$ cat config.mk
export PLATFORM = sky130hd
export DESIGN_NAME = pmc_fifo
export DESIGN_NICKNAME = d
export VERILOG_FILES = /design/src/rtl/pid_motor_controller_defines.svh /design/src/rtl/pmc_fifo.sv
export SDC_FILE = /design/constraint.sdc
export NUM_CORES = 1
export LEC_CHECK = 0
export BUFFER_PORTS_ARGS = -buffer_cell sky130_fd_sc_hd__buf_2
export CAP_MARGIN = 20
export CELL_PAD_IN_SITES_DETAIL_PLACEMENT = 0
export CELL_PAD_IN_SITES_GLOBAL_PLACEMENT = 1
export CORE_ASPECT_RATIO = 0.5
export CORE_MARGIN = 3
export CORE_UTILIZATION = 40
export CTS_CLUSTER_SIZE = 8
export DETAILED_ROUTE_END_ITERATION = 16
export PLACE_DENSITY_LB_ADDON = 0.3
export SLEW_MARGIN = 0
export SYNTH_ARGS = -nofsm -noshare
export SYNTH_HDL_FRONTEND = slang
export SYNTH_SLANG_ARGS = --single-unit
$ cat constraint.sdc
create_clock -name clk -period 1.8 [get_ports clk]
set_clock_uncertainty 0.15 [all_clocks]
set_input_delay 0.09 -clock clk [delete_from_list [all_inputs] [get_ports clk]]
set_output_delay 0.09 -clock clk [all_outputs]
set_load 0.01 [all_outputs]
$ cat src/rtl/pid_motor_controller_defines.svh
// assertion macros for the pid motor controller
// used by the top level only, no other dependencies
`ifndef PID_MOTOR_CONTROLLER_DEFINES_SVH
`define PID_MOTOR_CONTROLLER_DEFINES_SVH

// same-cycle implication, disabled while in reset
`define PMC_ASSERT_NOW(lbl, clk, rst_n, ante, cons, msg) \
    lbl: assert property (@(posedge clk) disable iff (!rst_n) (ante) |-> (cons)) \
        else $error(msg);

// next-cycle implication, disabled while in reset
`define PMC_ASSERT_NEXT(lbl, clk, rst_n, ante, cons, msg) \
    lbl: assert property (@(posedge clk) disable iff (!rst_n) (ante) |=> (cons)) \
        else $error(msg);

`endif

$ cat src/rtl/pmc_fifo.sv
// small first-word-fall-through queue of flip-flops
// no dependencies
module pmc_fifo #(
    parameter int Width = 8,
    parameter int Depth = 4
) (
    input  logic                         clk,
    input  logic                         rst_n,
    input  logic                         wr_en,
    input  logic [Width-1:0]             wr_data,
    input  logic                         rd_en,
    output logic [Width-1:0]             rd_data,
    output logic [$clog2(Depth+1)-1:0]   count,
    output logic                         not_empty
);

    localparam int PtrW = (Depth > 1) ? $clog2(Depth) : 1;
    localparam int CntW = $clog2(Depth + 1);

    logic [Width-1:0] mem_reg [Depth];
    logic [PtrW-1:0]  wr_ptr_reg, wr_ptr_next;
    logic [PtrW-1:0]  rd_ptr_reg, rd_ptr_next;
    logic [CntW-1:0]  count_reg, count_next;

    always_comb
    begin
        wr_ptr_next = wr_ptr_reg;
        rd_ptr_next = rd_ptr_reg;
        count_next  = count_reg;
        if (wr_en)
        begin
            wr_ptr_next = (wr_ptr_reg == PtrW'(Depth - 1)) ? '0 : wr_ptr_reg + 1'b1;
        end
        if (rd_en)
        begin
            rd_ptr_next = (rd_ptr_reg == PtrW'(Depth - 1)) ? '0 : rd_ptr_reg + 1'b1;
        end
        if (wr_en && !rd_en)
        begin
            count_next = count_reg + 1'b1;
        end
        else if (rd_en && !wr_en)
        begin
            count_next = count_reg - 1'b1;
        end
    end

    always_ff @(posedge clk or negedge rst_n)
    begin
        if (!rst_n)
        begin
            wr_ptr_reg <= '0;
            rd_ptr_reg <= '0;
            count_reg  <= '0;
        end
        else
        begin
            wr_ptr_reg <= wr_ptr_next;
            rd_ptr_reg <= rd_ptr_next;
            count_reg  <= count_next;
        end
    end

    always_ff @(posedge clk)
    begin
        if (wr_en)
        begin
            mem_reg[wr_ptr_reg] <= wr_data;
        end
    end

    assign rd_data   = mem_reg[rd_ptr_reg];
    assign count     = count_reg;
    assign not_empty = (count_reg != '0);

endmodule

# After elaboration in Yosys (flattened, before gate mapping)
# Memory sizes are Yosys's and may differ from the RTL's.
# Cells that the tools add are included.
classes:
  addsub: 4
  n_mux: 6
  reduce_logical: 6
  eq_ne: 2
ops:
  columns: ["cell", "n"]
  rows:
  - ["two-way mux 3 bit", 2]
  - ["adder 2 x 1 -> 2 bit (second input constant)", 2]
  - ["equality test 2 bit (second input constant)", 2]
  - ["two-way mux 2 bit", 2]
  - ["adder 3 x 1 -> 3 bit (second input constant)", 1]
  - ["nonzero test 3 bit", 1]
  - ["subtractor 3 x 1 -> 3 bit (second input constant)", 1]
  - ["logical AND 1 bit", 2]
  - ["zero test 1 bit", 2]
  - ["two-way mux 1 bit", 2]
  - ["nonzero test 2 bit", 1]
totals:
  memories: 1
  ff_bits: 7
  mem_bits_rw: 32
  out_inout_bits: 12
  inputBits: 12
mem_list:
  columns: ["name", "words", "width", "rd", "rd_ports_with_merged_regs", "write_ports", "line", "source"]
  rows:
  - ["mem_reg", 4, 8, 1, 0, 1, "pmc_fifo.sv:20", "logic [Width-1:0] mem_reg [Depth];"]

# Depth between registers and ports, before layout
depth:
  depth_word: 4
  ltp_mapped: 7
  ltp_nobuf: 7

# Least setup slack after synthesis
# Ideal clock, no wire load.
synth_path:
  kind: "register -> register"
  from: "register count_reg[0] (netlist: count[0])"
  to: "register count_reg[2] (netlist: count[2])"
  setup_time_ps: 79
  path_buffers: 0
  setup_slack_ps: 317
  path_stages_with_launch: 5
  arrival_ps: 1254
  required_time_ps: 1571
  cell_sequence: "dfrtp_1 fa_1 xor2_1 nor2_1 xor2_1"
synth_between:
  elab_chain_cells: 3
  elab_cells_between_ends: 4
  cone_classes: "add/sub (2); mux (2)"
synth_lines:
  columns: ["element", "line", "source"]
  rows:
  - ["start, declared", "pmc_fifo.sv:23", "logic [CntW-1:0] count_reg, count_next;"]
  - ["start signal, assigned", "pmc_fifo.sv:60", "count_reg <= count_next;"]
  - ["subtractor 3 x 1 -> 3 bit", "pmc_fifo.sv:44", "count_next = count_reg - 1'b1;"]
  - ["two-way mux 3 bit", "pmc_fifo.sv:42", "else if (rd_en && !wr_en)"]
  - ["two-way mux 3 bit *", "pmc_fifo.sv:38", "if (wr_en && !rd_en)"]
# Every way passes the cells marked *; elsewhere a longest branch is shown, timed or not. The select of a mux whose other input is x is not followed.
# A chain may end at the register's enable or synchronous reset.

# Final worst setup path
layout_path:
  from: "register rd_ptr_reg[0]"
  to: "output rd_data[1]"
layout_between:
  elab_chain_cells: 1
layout_lines:
  columns: ["element", "line", "source"]
  rows:
  - ["start, declared", "pmc_fifo.sv:22", "logic [PtrW-1:0] rd_ptr_reg, rd_ptr_next;"]
  - ["start signal, assigned", "pmc_fifo.sv:59", "rd_ptr_reg <= rd_ptr_next;"]
  - ["memory (4 x 8 bit)", null, null]
  - ["end, declared", "pmc_fifo.sv:12", "output logic [Width-1:0] rd_data,"]
# No other way between the ends.

==> run metrics <==
outcome=finished clean; # rows=15; CP bufs+invs=1; Final Cycle Share=approximately 97%; r2r setup slk=240 ps; Max rail drop VDD=roughly 0.00062 V; worst-skew pair later-pin latency=270 ps; Seq cells post-synth=39; met2 Use GR=between 20% and 30%; number of synthesized flops with an enable pin=32; PortBufs=23; CP top delay family=flip-flops; register area share after synthesis=72.64%; kind of critical path=register to primary output; top-count cell post-synth=edfxtp_1; Bufs on Longest Clock Path=2; met1 usage=14.61%; CP Launch Type=register; die span in y=50.22 µm; top cells by count, synth=edfxtp_1 (32), mux4_2 (8), dfrtp_1 (7); Initial Util=43.63%; vias in the first global route=just under 900; Yosys cell types=17; ranking of synthesized cells by area=edfxtp_1 (61%), mux4_2 (12%), dfrtp_1 (11%); post-synthesis cell count=78; largest net degree at the start of global routing=13; CP Cell Sequence=mux4_2 -> buf_6; RD Place Congestion=0.6417; max incr delay on CP=about 540 ps; Final HPWL DP=1886 µm; initial antenna violation count=0; I/O pin count=24; overall routing resource usage=between 10% and 20%; Internal Power=1.967 mW; Slew headroom=a little under three quarters; global-route met3 utilization=4.042%; Reg-to-Reg Start=count[0]; clk sinks=39; Final Max Slew Viols=0; total die area=~4700 µm²; maximum level of the CTS H-tree=2; Synthesis Warnings=0; asr flop ratio synth=17.95%; Die Width=94.43 µm; Seq pwr share=around 49%; CP arrival=1500 ps; Gate power share=30.9%; Tmin final=1743 ps; Nets=138; clock root cell=clkbuf_8; fmax=0.5738 GHz; clock group share of total power=19.7%; Layout area overhead=26.40%; Final setup viols=0; PD cells=1412 nW/µm²; GR peak layer=met2; R2R depth=4; share of layout cells above drive strength 1=~37%; 1st-iter DRT viols=16; Lkg Pwr=0.7405 nW; Net Sw Power=0.8257 mW; first-pass GRT wire length=4298 µm; final wirelength=2564 µm; Req. time, crit path=1560 ps; via count=788; core area=between 3000 and 4000 µm²; Slowest-stage cell, CP=dfrtp_4; post-route ant nets=0; R2R Path End=count[2]; CP Depth=2; largest area contributor in the netlist=edfxtp_1; Vias/cell=4.608; CTS tree=done; grt total ovfl=0; worst setup margin=approximately 57 ps; Worst setup EP type=primary output; clock transition at the registers of the reported paths=roughly 70 ps; Routed wire per std cell=14.99 µm; Inserted Clock Buffers=5; Largest register FFs=32; DRT Pass-1 Iters=2; RSZ-0062 raised after global routing=yes; Post-Syn Area per Cell=20.05 µm²; syn_nets=97; pre-CTS setup slack=119.3 ps; Worst-Margin Slew=426.6 ps; Post-Syn Area=about 1600 µm²; ANT cells=0; most common flop cell mapped by yosys=edfxtp_1; overall power=2.792 mW; worst min path class=input pin to asynchronous set/reset pin; Max-cap violations=0; Synth top area share=61.44%; Sw Share=29.57%; Crit Path Max Fanout=11; endpoints failing hold=0; DRC Markers=0
-- worst max-delay path by stage --
stage / start / end / slack, ps
2_1_floorplan: count[0] / count[2] / 320
3_3_place_gp: rd_ptr_reg[0] / rd_data[6] / 140
3_5_place_dp: rd_ptr_reg[0] / rd_data[1] / 120
4_1_cts: rd_ptr_reg[0] / rd_data[7] / -10
5_1_grt: rd_ptr_reg[0] / rd_data[4] / -20
6_report: rd_ptr_reg[0] / rd_data[1] / 60
-- area by class of cell --
cell class | instances | area, µm²
multi-input cells | 32 | 395.4
fillers | 287 | 1608
clock buffers | 6 | 72.57
well taps | 51 | 63.81
repair buffers | 36 | 274.0
clock inverters | 2 | 12.51
flip-flops and latches | 39 | 1140
inverters | 5 | 18.77
-- cell families after synthesis --
family / after synthesis / share of synthesized area (%)
multiplexers: 11 / 13.68
AND/OR/NAND/NOR: 9 / 3.040
AO/OA/AOI/OAI: 2 / 0.6400
flip-flops: 39 / 72.64
XOR/XNOR: 3 / 1.680
buffers and inverters: 7 / 2.240
adder cells (fa/ha/maj): 7 / 6.080
-- layer usage --
layer	vias up	wire length [µm]	part of all wire, %
met3	2	127	5.0
met4	0	31	1.2
met1	390	1088	42
met5	-	0	0
met2	19	1317	51
li1	377	-	-
-- layout by cell type, fill, tap and decap left out, types with 2 or more instances in the layout --
cell           synthesis  layout
dlygate4sd3_1          0      12
edfxtp_1              32      32
mux4_2                 8       8
nor2_1                 2       2
mux2_2                 3       3
ha_1                   6       5
clkbuf_8               0       5
o21ai_0                2       2
buf_2                  1      18
and2_1                 4       4
xor2_1                 2       2
inv_1                  5       5
buf_6                  1       5
dfrtp_1                7       6
-- power by group through the flow --
stage / registers (mW) / clock network, mW / logic, mW
after floorplan: 1.30 / 0 / 0.606
after global placement: 1.37 / 0 / 0.737
after detailed placement: 1.40 / 0 / 0.789
after CTS: 1.38 / 0.568 / 0.807
after global routing: 1.42 / 0.620 / 0.951
final: 1.38 / 0.550 / 0.864
-- through the flow --
stage	TNS, ps	util [%]	hold slack (ps)	cells	area [µm²]
floorplan	0	-	-355.6	78	1564
global placement	0	48.17	-214.1	150	1727
detailed placement	0	48.17	-210.4	150	1727
CTS	-32.94	53.93	11.14	170	1933
global route	-60.97	55.15	37.42	171	1977
finish	0	55.15	20.16	171	1977
-- what timing repair did --
action	CTS	global route
setup buffers	0	1
endpoints found under the setup margin	8	9
pin swaps	0	2
resized for setup	1	8
hold endpoints to repair	43	0
hold buffers	12	0
Power figures use the tool's default switching activity.
