==> src/rtl/pid_motor_controller_defines.svh <==
// assertion macros for the pid motor controller
// used by the top level only, no other dependencies
`ifndef PID_MOTOR_CONTROLLER_DEFINES_SVH
`define PID_MOTOR_CONTROLLER_DEFINES_SVH

// same-cycle implication, disabled while in reset
`define PMC_ASSERT_NOW(lbl, clk, rst_n, ante, cons, msg) \
    lbl: assert property (@(posedge clk) disable iff (!rst_n) (ante) |-> (cons)) \
        else $error(msg);

// next-cycle implication, disabled while in reset
`define PMC_ASSERT_NEXT(lbl, clk, rst_n, ante, cons, msg) \
    lbl: assert property (@(posedge clk) disable iff (!rst_n) (ante) |=> (cons)) \
        else $error(msg);

`endif

==> src/rtl/pmc_pkg.sv <==
// shared types and constants for the pid motor controller
// no dependencies
package pmc_pkg;

    localparam int CFG_IDX_W = 3;

    localparam logic [CFG_IDX_W-1:0] CFG_MODE           = 3'd0;
    localparam logic [CFG_IDX_W-1:0] CFG_GAIN_P         = 3'd1;
    localparam logic [CFG_IDX_W-1:0] CFG_GAIN_I         = 3'd2;
    localparam logic [CFG_IDX_W-1:0] CFG_GAIN_D         = 3'd3;
    localparam logic [CFG_IDX_W-1:0] CFG_DEAD_ZONE      = 3'd4;
    localparam logic [CFG_IDX_W-1:0] CFG_INTEGRAL_LIMIT = 3'd5;
    localparam logic [CFG_IDX_W-1:0] CFG_MAX_OUTPUT     = 3'd6;

    localparam logic MODE_INCR = 1'b0;
    localparam logic MODE_POS  = 1'b1;

    localparam int CFG_DATA_W = 47;
    localparam int SUM_W      = 60;

    typedef struct packed {
        logic        mode;
        logic [23:0] gain_p;
        logic [23:0] gain_i;
        logic [23:0] gain_d;
        logic [30:0] dead_zone;
        logic [46:0] integral_limit;
        logic [30:0] max_output;
    } pmc_cfg_t;

    // one classified word between front and back
    typedef struct packed {
        logic               brake;
        logic               neg;
        logic signed [31:0] err;
        logic signed [32:0] derr;
        logic signed [47:0] integ;
    } pmc_work_t;

endpackage

==> src/rtl/pmc_front.sv <==
// front end: error forming, dead zone, integral and derivative difference
// depends on pmc_pkg
module pmc_front
    import pmc_pkg::*;
(
    input  logic               clk,
    input  logic               rst_n,
    input  pmc_cfg_t           cfg,
    input  logic               in_valid,
    input  logic signed [31:0] target,
    input  logic signed [31:0] feedback,
    output logic               work_valid,
    output pmc_work_t          work
);

    logic               f1_valid_reg;
    logic signed [31:0] f1_err_reg;
    logic               f1_brake_reg;
    logic               f1_neg_reg;
    logic signed [47:0] integ_reg, integ_next;
    logic signed [31:0] prev_err_reg;

    logic signed [32:0] diff;
    logic signed [31:0] err_sat;
    logic signed [32:0] err_ext;
    logic signed [32:0] dz_s;
    logic               in_dz;
    logic signed [31:0] err_next;

    logic signed [48:0] isum;
    logic signed [48:0] lim_s;
    logic signed [48:0] lim_neg;
    logic signed [48:0] iclamp;
    logic signed [32:0] derr;

    // stage one: saturated error with dead zone
    always_comb
    begin
        diff = {target[31], target} - {feedback[31], feedback};
        if (diff[32] != diff[31])
        begin
            err_sat = diff[32] ? 32'sh8000_0000 : 32'sh7FFF_FFFF;
        end
        else
        begin
            err_sat = diff[31:0];
        end
        err_ext  = {err_sat[31], err_sat};
        dz_s     = $signed({2'b00, cfg.dead_zone});
        in_dz    = (err_ext < dz_s) && (err_ext > -dz_s);
        err_next = in_dz ? '0 : err_sat;
    end

    // stage two: clamped integral, cleared on brake
    always_comb
    begin
        isum    = {integ_reg[47], integ_reg} + {{17{f1_err_reg[31]}}, f1_err_reg};
        lim_s   = $signed({2'b00, cfg.integral_limit});
        lim_neg = -lim_s;
        if (isum > lim_s)
        begin
            iclamp = lim_s;
        end
        else if (isum < lim_neg)
        begin
            iclamp = lim_neg;
        end
        else
        begin
            iclamp = isum;
        end
        integ_next = f1_brake_reg ? '0 : iclamp[47:0];
        derr       = {f1_err_reg[31], f1_err_reg} - {prev_err_reg[31], prev_err_reg};
    end

    always_ff @(posedge clk or negedge rst_n)
    begin
        if (!rst_n)
        begin
            f1_valid_reg <= 1'b0;
            integ_reg    <= '0;
            prev_err_reg <= '0;
        end
        else
        begin
            f1_valid_reg <= in_valid;
            if (f1_valid_reg)
            begin
                integ_reg    <= integ_next;
                prev_err_reg <= f1_err_reg;
            end
        end
    end

    always_ff @(posedge clk)
    begin
        if (in_valid)
        begin
            f1_err_reg   <= err_next;
            f1_brake_reg <= (cfg.mode == MODE_INCR) && (target == '0);
            f1_neg_reg   <= target[31];
        end
    end

    assign work_valid  = f1_valid_reg;
    assign work.brake  = f1_brake_reg;
    assign work.neg    = f1_neg_reg;
    assign work.err    = f1_err_reg;
    assign work.derr   = derr;
    assign work.integ  = integ_next;

endmodule

==> config.mk <==
export PLATFORM = sky130hd
export DESIGN_NAME = pmc_front
export DESIGN_NICKNAME = d
export VERILOG_FILES = /design/src/rtl/pid_motor_controller_defines.svh /design/src/rtl/pmc_pkg.sv /design/src/rtl/pmc_front.sv
export SDC_FILE = /design/constraint.sdc
export NUM_CORES = 1
export LEC_CHECK = 0
export ABC_CLOCK_PERIOD_IN_PS = 7800
export BUFFER_PORTS_ARGS = -buffer_cell sky130_fd_sc_hd__buf_2
export CELL_PAD_IN_SITES_DETAIL_PLACEMENT = 0
export CELL_PAD_IN_SITES_GLOBAL_PLACEMENT = 1
export CORE_MARGIN = 8
export CORE_UTILIZATION = 42
export CTS_BUF_LIST = sky130_fd_sc_hd__clkbuf_16
export DETAILED_ROUTE_END_ITERATION = 8
export GPL_ROUTABILITY_DRIVEN = 0
export GPL_TIMING_DRIVEN = 0
export PLACE_DENSITY_LB_ADDON = 0.1
export RECOVER_POWER = 100
export SYNTH_ARGS = -nofsm -noshare
export SYNTH_HDL_FRONTEND = slang
export SYNTH_SLANG_ARGS = --single-unit
==> constraint.sdc <==
create_clock -name clk -period 7.8 [get_ports clk]
set_clock_uncertainty 0.2 [all_clocks]
set_input_delay 1.17 -clock clk [delete_from_list [all_inputs] [get_ports clk]]
set_output_delay 1.17 -clock clk [all_outputs]
set_load 0.005 [all_outputs]
# Word level (Yosys, flattened, before mapping)
# Cells that the tools add are included.
# word_totals
out_inout_bits,116
input_bits,249
wordCells,25
register_bits,115
# op_classes
bitwise,1
muxes,5
magnitude_cmp,4
add_sub_neg,5
reduce_logical,3
eq_ne,1
# ops
cell,n
2-to-1 mux 48 bit,3
subtractor 32 x 32 -> 33 bit,2
2-to-1 mux 32 bit,2
adder 48 x 32 -> 49 bit,1
> comparator 49 x 48 -> 1 bit,1
< comparator 49 bit,1
negation 47 -> 49 bit,1
> comparator 32 x 33 -> 1 bit,1
negation 31 -> 33 bit,1
zero test 32 bit,1
< comparator 32 bit,1
logical AND 1 bit,2
!= test 1 bit,1
NOT 1 bit,1

# Logic depth before layout (Yosys ltp)
# depth
ltp_word,5
ltp_mapped,33
depth_no_buf,30

# Least setup slack after synthesis
# OpenSTA, ideal clock, no wires.
# synth_timing
path_kind,input -> register
start,input target[0]
end,register f1_err_reg[17] (data pin)
slack_ns,0.597
setup_time_ns,0.270
arrival_ns,6.733
stages,29
n_path_buf,4
required_time_ns,7.330
path_cell_list,inv_1 > ha_1 > inv_1 > fa_1 > a21o_1 > a21oi_1 > o21ai_0 > a211oi_1 > o21ai_0 > a21oi_1 > a2111oi_0 > o31ai_1 > ha_1 > inv_1 > or2_2 > clkbuf_1 > clkbuf_1 > o21ai_0 > ha_1 > nand4_1 > nor4_1 > a221oi_1 > a21boi_0 > o211ai_1 > o21ai_0 > nor3b_1 > clkbuf_1 > clkbuf_1 > a21oi_1
# synth_via
elab_chain_len,5
# synth_lines
item,line,source
"start, declared",pmc_front.sv:10,"input logic signed [31:0] target,"
subtractor 32 x 32 -> 33 bit *,pmc_front.sv:39,"diff = {target[31], target} - {feedback[31], feedback};"
2-to-1 mux 32 bit / != test 1 bit (equally long branches),"pmc_front.sv:42, pmc_front.sv:40",
2-to-1 mux 32 bit *,pmc_front.sv:40,if (diff[32] != diff[31])
net err_sat[20],pmc_front.sv:24,logic signed [31:0] err_sat;
> comparator 32 x 33 -> 1 bit / < comparator 32 bit (equally long branches),pmc_front.sv:50,in_dz = (err_ext < dz_s) && (err_ext > -dz_s);
logical AND 1 bit *,pmc_front.sv:50,
"end signal, assigned",pmc_front.sv:99,f1_err_reg <= err_next;
"end, declared",pmc_front.sv:17,logic signed [31:0] f1_err_reg;
# The timed path passes the listed nets; every way through them passes the cells marked *.
# A chain may end at the register's enable or synchronous reset.

==> flow_summary.ini <==
[finish]
layout-drive-gt1-share_pct = 17.91
nNetsFinal = 3020
final_util_pct = 50.10
fin_area_mm2 = 0.02027
areaGrowthSynthToFinish_pct = 18.84
final_cell_mix = ha_1, buf_2, nand2_1
mostFrequentLayoutCell = ha_1
nFillCells = 4093
largest_register_ffs = 48

[timing]
finalSetupViolations = 0
fmax_ghz = 0.1311
relSlewSlack_pct = -104.6
slew_viol_final = 120
finalCritPeriodShare_pct = 97.81
worst_slew_pin_slew_ns = 3.070
period_needed_ns = 7.629
hold_viol = 0

[critical_path]
worstSetupPathType = reg2out
worstReg2RegEnd = integ_reg[23]$_DFFE_PN0P_
worst-path-stages = 25
slowest_stage = o31ai_1
crit_required_ns = 6.43
slowest_delay_ns = 0.45
r2r_cells = 24
end_kind = output pin
reg2reg_slack_ns = 1.52
path_buf_inv = 5
crit_arrival_ns = 6.26
r2r_start = f1_err_reg[1]$_SDFFCE_PP0P_
path_max_fanout = 10
critPathLaunchType = flip-flop
path_delay_family = compound AO/OA/AOI/OAI gates

[clock_network]
clock-sinks = 115
clk_latency_ns = 0.45
cts_buffers = 17
hold_buffers = 0
cts_tree = built
clkSlewWorstSetupHoldPaths_ns = 0.06
cts_max_level = 4
root_buffer = clkbuf_16
cts_buffer_depth = 2

[synth]
yosysSeqAreaShare_pct = 17.87
syn_area_mm2 = 0.01706
synth_cells = 2182
synthFlopType = dfrtp_1
ys_ff_latch = 115
synth_nets = 2708
muxShareOfSynthArea_pct = 1.834
synthArstFlopShare_pct = 70.43
synth_xor_area_share_pct = 8.259
synthAdderAreaFrac_pct = 20.45
synth.avg_cell_area_um2 = 7.818
synth_top_family_by_area = compound AO/OA/AOI/OAI gates
synth_compound_area_share_pct = 25.44
synth_top_area_share_pct = 20.10
synth_top_cell_by_area = ha_1
ys_types = 93
yosys_warnings = 0
synthSimpleGateAreaFrac_pct = 19.96
synth-edff-count = 34
yosys-top-cells-area = ha_1, dfrtp_1, xnor2_1, edfxtp_1, a21oi_1

[worst_hold_path]
min_from = integ_reg[14]$_DFFE_PN0P_
min_path_cells = 1
hp-class = reg2reg
worstHoldEndpoint = integ_reg[14]$_DFFE_PN0P_

[die]
ios = 365
die_height_um = 217.5
core_area_mm2 = 0.04046
start_util_pct = 42.16
num_rows = 74
die_x_um = 217.5
die-area_mm2 = 0.04732

[grt]
grt-ovfl-total = 0
grt_max_degree = 58
grt_pass1_vias = 17740
antenna_found_initial = 0
grt_pass1_wl_um = 99030
grt_use_total_pct = 26.54

[power]
irDropWorstVdd_uv = 367.7
leakagePower_nw = 9.630
p_per_area_mw_per_mm2 = 478.4

[flow_run]
cap_violations = 3

[route]
ant_nets = 0
drt_iter0_drc = 1331
num_vias = 17560
dr.pass1.iters = 5
via_per_inst = 5.776
wire_per_inst_um = 21.49
wl_um = 65330
drc = 0

[status]
status = finished with violations
violations = max-capacitance violations, max-slew violations

[place]
io_buffers = 258
dpl-instance-area_mm2 = 0.01905
dp_hpwl_um = 54030
[cells in the mapped netlist, drive strengths merged, types with 23 or more instances]
| library cell | number |
|---|---|
| edfxtp | 34 |
| o21ai | 152 |
| o2bb2ai | 25 |
| a21o | 69 |
| nand3 | 45 |
| nand4 | 56 |
| xor2 | 34 |
| nor3 | 49 |
| dfrtp | 81 |
| nor4 | 31 |
| nand2 | 191 |
| inv | 187 |
| xnor2 | 126 |
| a211oi | 39 |
| nor2b | 23 |
| nand2b | 25 |
| nor2 | 186 |
| ha | 274 |
| clkbuf | 58 |
| a21oi | 188 |
| o21a | 29 |
[area by class of cell]
class	instances	area [µm²]	share of cell area [%]
diodes	1	2.502	0.01234
plain buffers	74	429.2	2.117
clock buffers	17	425.4	2.099
clock inverters	15	156.4	0.7715
inverters	188	705.7	3.481
multi-input cells	1801	13330	65.74
flip-flops and latches	115	3048	15.04
well taps	532	665.6	3.284
repair buffers	297	1513	7.462
[worst reg2reg max path, cell delays in order, from the launching register on]
cell and delay, ns:
edfxtp_1 0.42, buf_4 0.19, ha_1 0.29, a21o_1 0.17, a221o_1 0.33, o311a_4 0.41
o311ai_4 0.39, a211oi_2 0.18, or2_1 0.31, a211oi_1 0.36, xnor2_1 0.28, ha_1 0.33
nor2b_1 0.13, o21ai_0 0.21, a21oi_2 0.12, a2111oi_4 0.29, a21oi_2 0.11, o21bai_2 0.18
buf_6 0.15, buf_4 0.18, buf_4 0.13, mux2i_1 0.21, a21oi_2 0.12, buf_4 0.21
mux2_2 0.26
[routing by layer]
layer  wire length [µm]  vias to the layer above  track usage (%)
met5                  0                        -                0
met3               3847                      145            4.591
met1              26640                     8275            30.74
met4               3044                        0            12.20
met2              31800                      583            47.11
li1                   -                     8555                -
[report_power, final]
| group | internal (W) | switching, W | leakage [nW] |
|---|---|---|---|
| Combinational | 0.00309 | 0.00478 | 7.99 |
| Clock | 0.000473 | 0.000332 | 0.290 |
| Sequential | 0.000847 | 0.000173 | 1.35 |
| Total | 0.00441 | 0.00529 | 9.63 |
[how the worst max path moves through the flow]
stage	end	slack [ns]	from
finish	work[17]	0.17	f1_err_reg[1]$_SDFFCE_PP0P_
global route	work[1]	-0.08	f1_err_reg[12]$_SDFFCE_PP0P_
CTS	work[21]	0.003	f1_err_reg[1]$_SDFFCE_PP0P_
detailed placement	f1_err_reg[28]$_SDFFCE_PP0P_	-1.76	target[0]
global placement	f1_err_reg[17]$_SDFFCE_PP0P_	-1.68	target[0]
floorplan	f1_err_reg[17]$_SDFFCE_PP0P_	0.60	target[0]
[through the flow]
stage                     std cells  setup slack (ns)  setup TNS [ns]  total power [W]  hold slack, ns
after global routing           3039          -0.08187          -1.008          0.01044          0.3039
final                          3040            0.1708               0         0.009699          0.2928
after detailed placement       2973            -1.760          -85.32         0.008237          0.2810
after CTS                      3021          0.003116               0         0.009407          0.2945
after global placement         2972            -1.677          -83.70         0.008170          0.2746
after floorplan                2182            0.5967               0         0.005698          0.2504
[repair_timing]
item                                    4_1_cts  5_1_grt
gates resized for setup                      66       62
buffers inserted                             18       20
pin swaps                                     9       26
endpoints found under the setup margin       82       79
gates cloned                                  0        0
[cells by family after synthesis]
kind of cell	Yosys count
AOI/OAI and AO/OA	650
xor gates and xnor gates	160
adders and majority gates	277
buffers and inverters	266
DFF	115
muxes	29
and+or+nand+nor	685
Power figures use the tool's default switching activity.
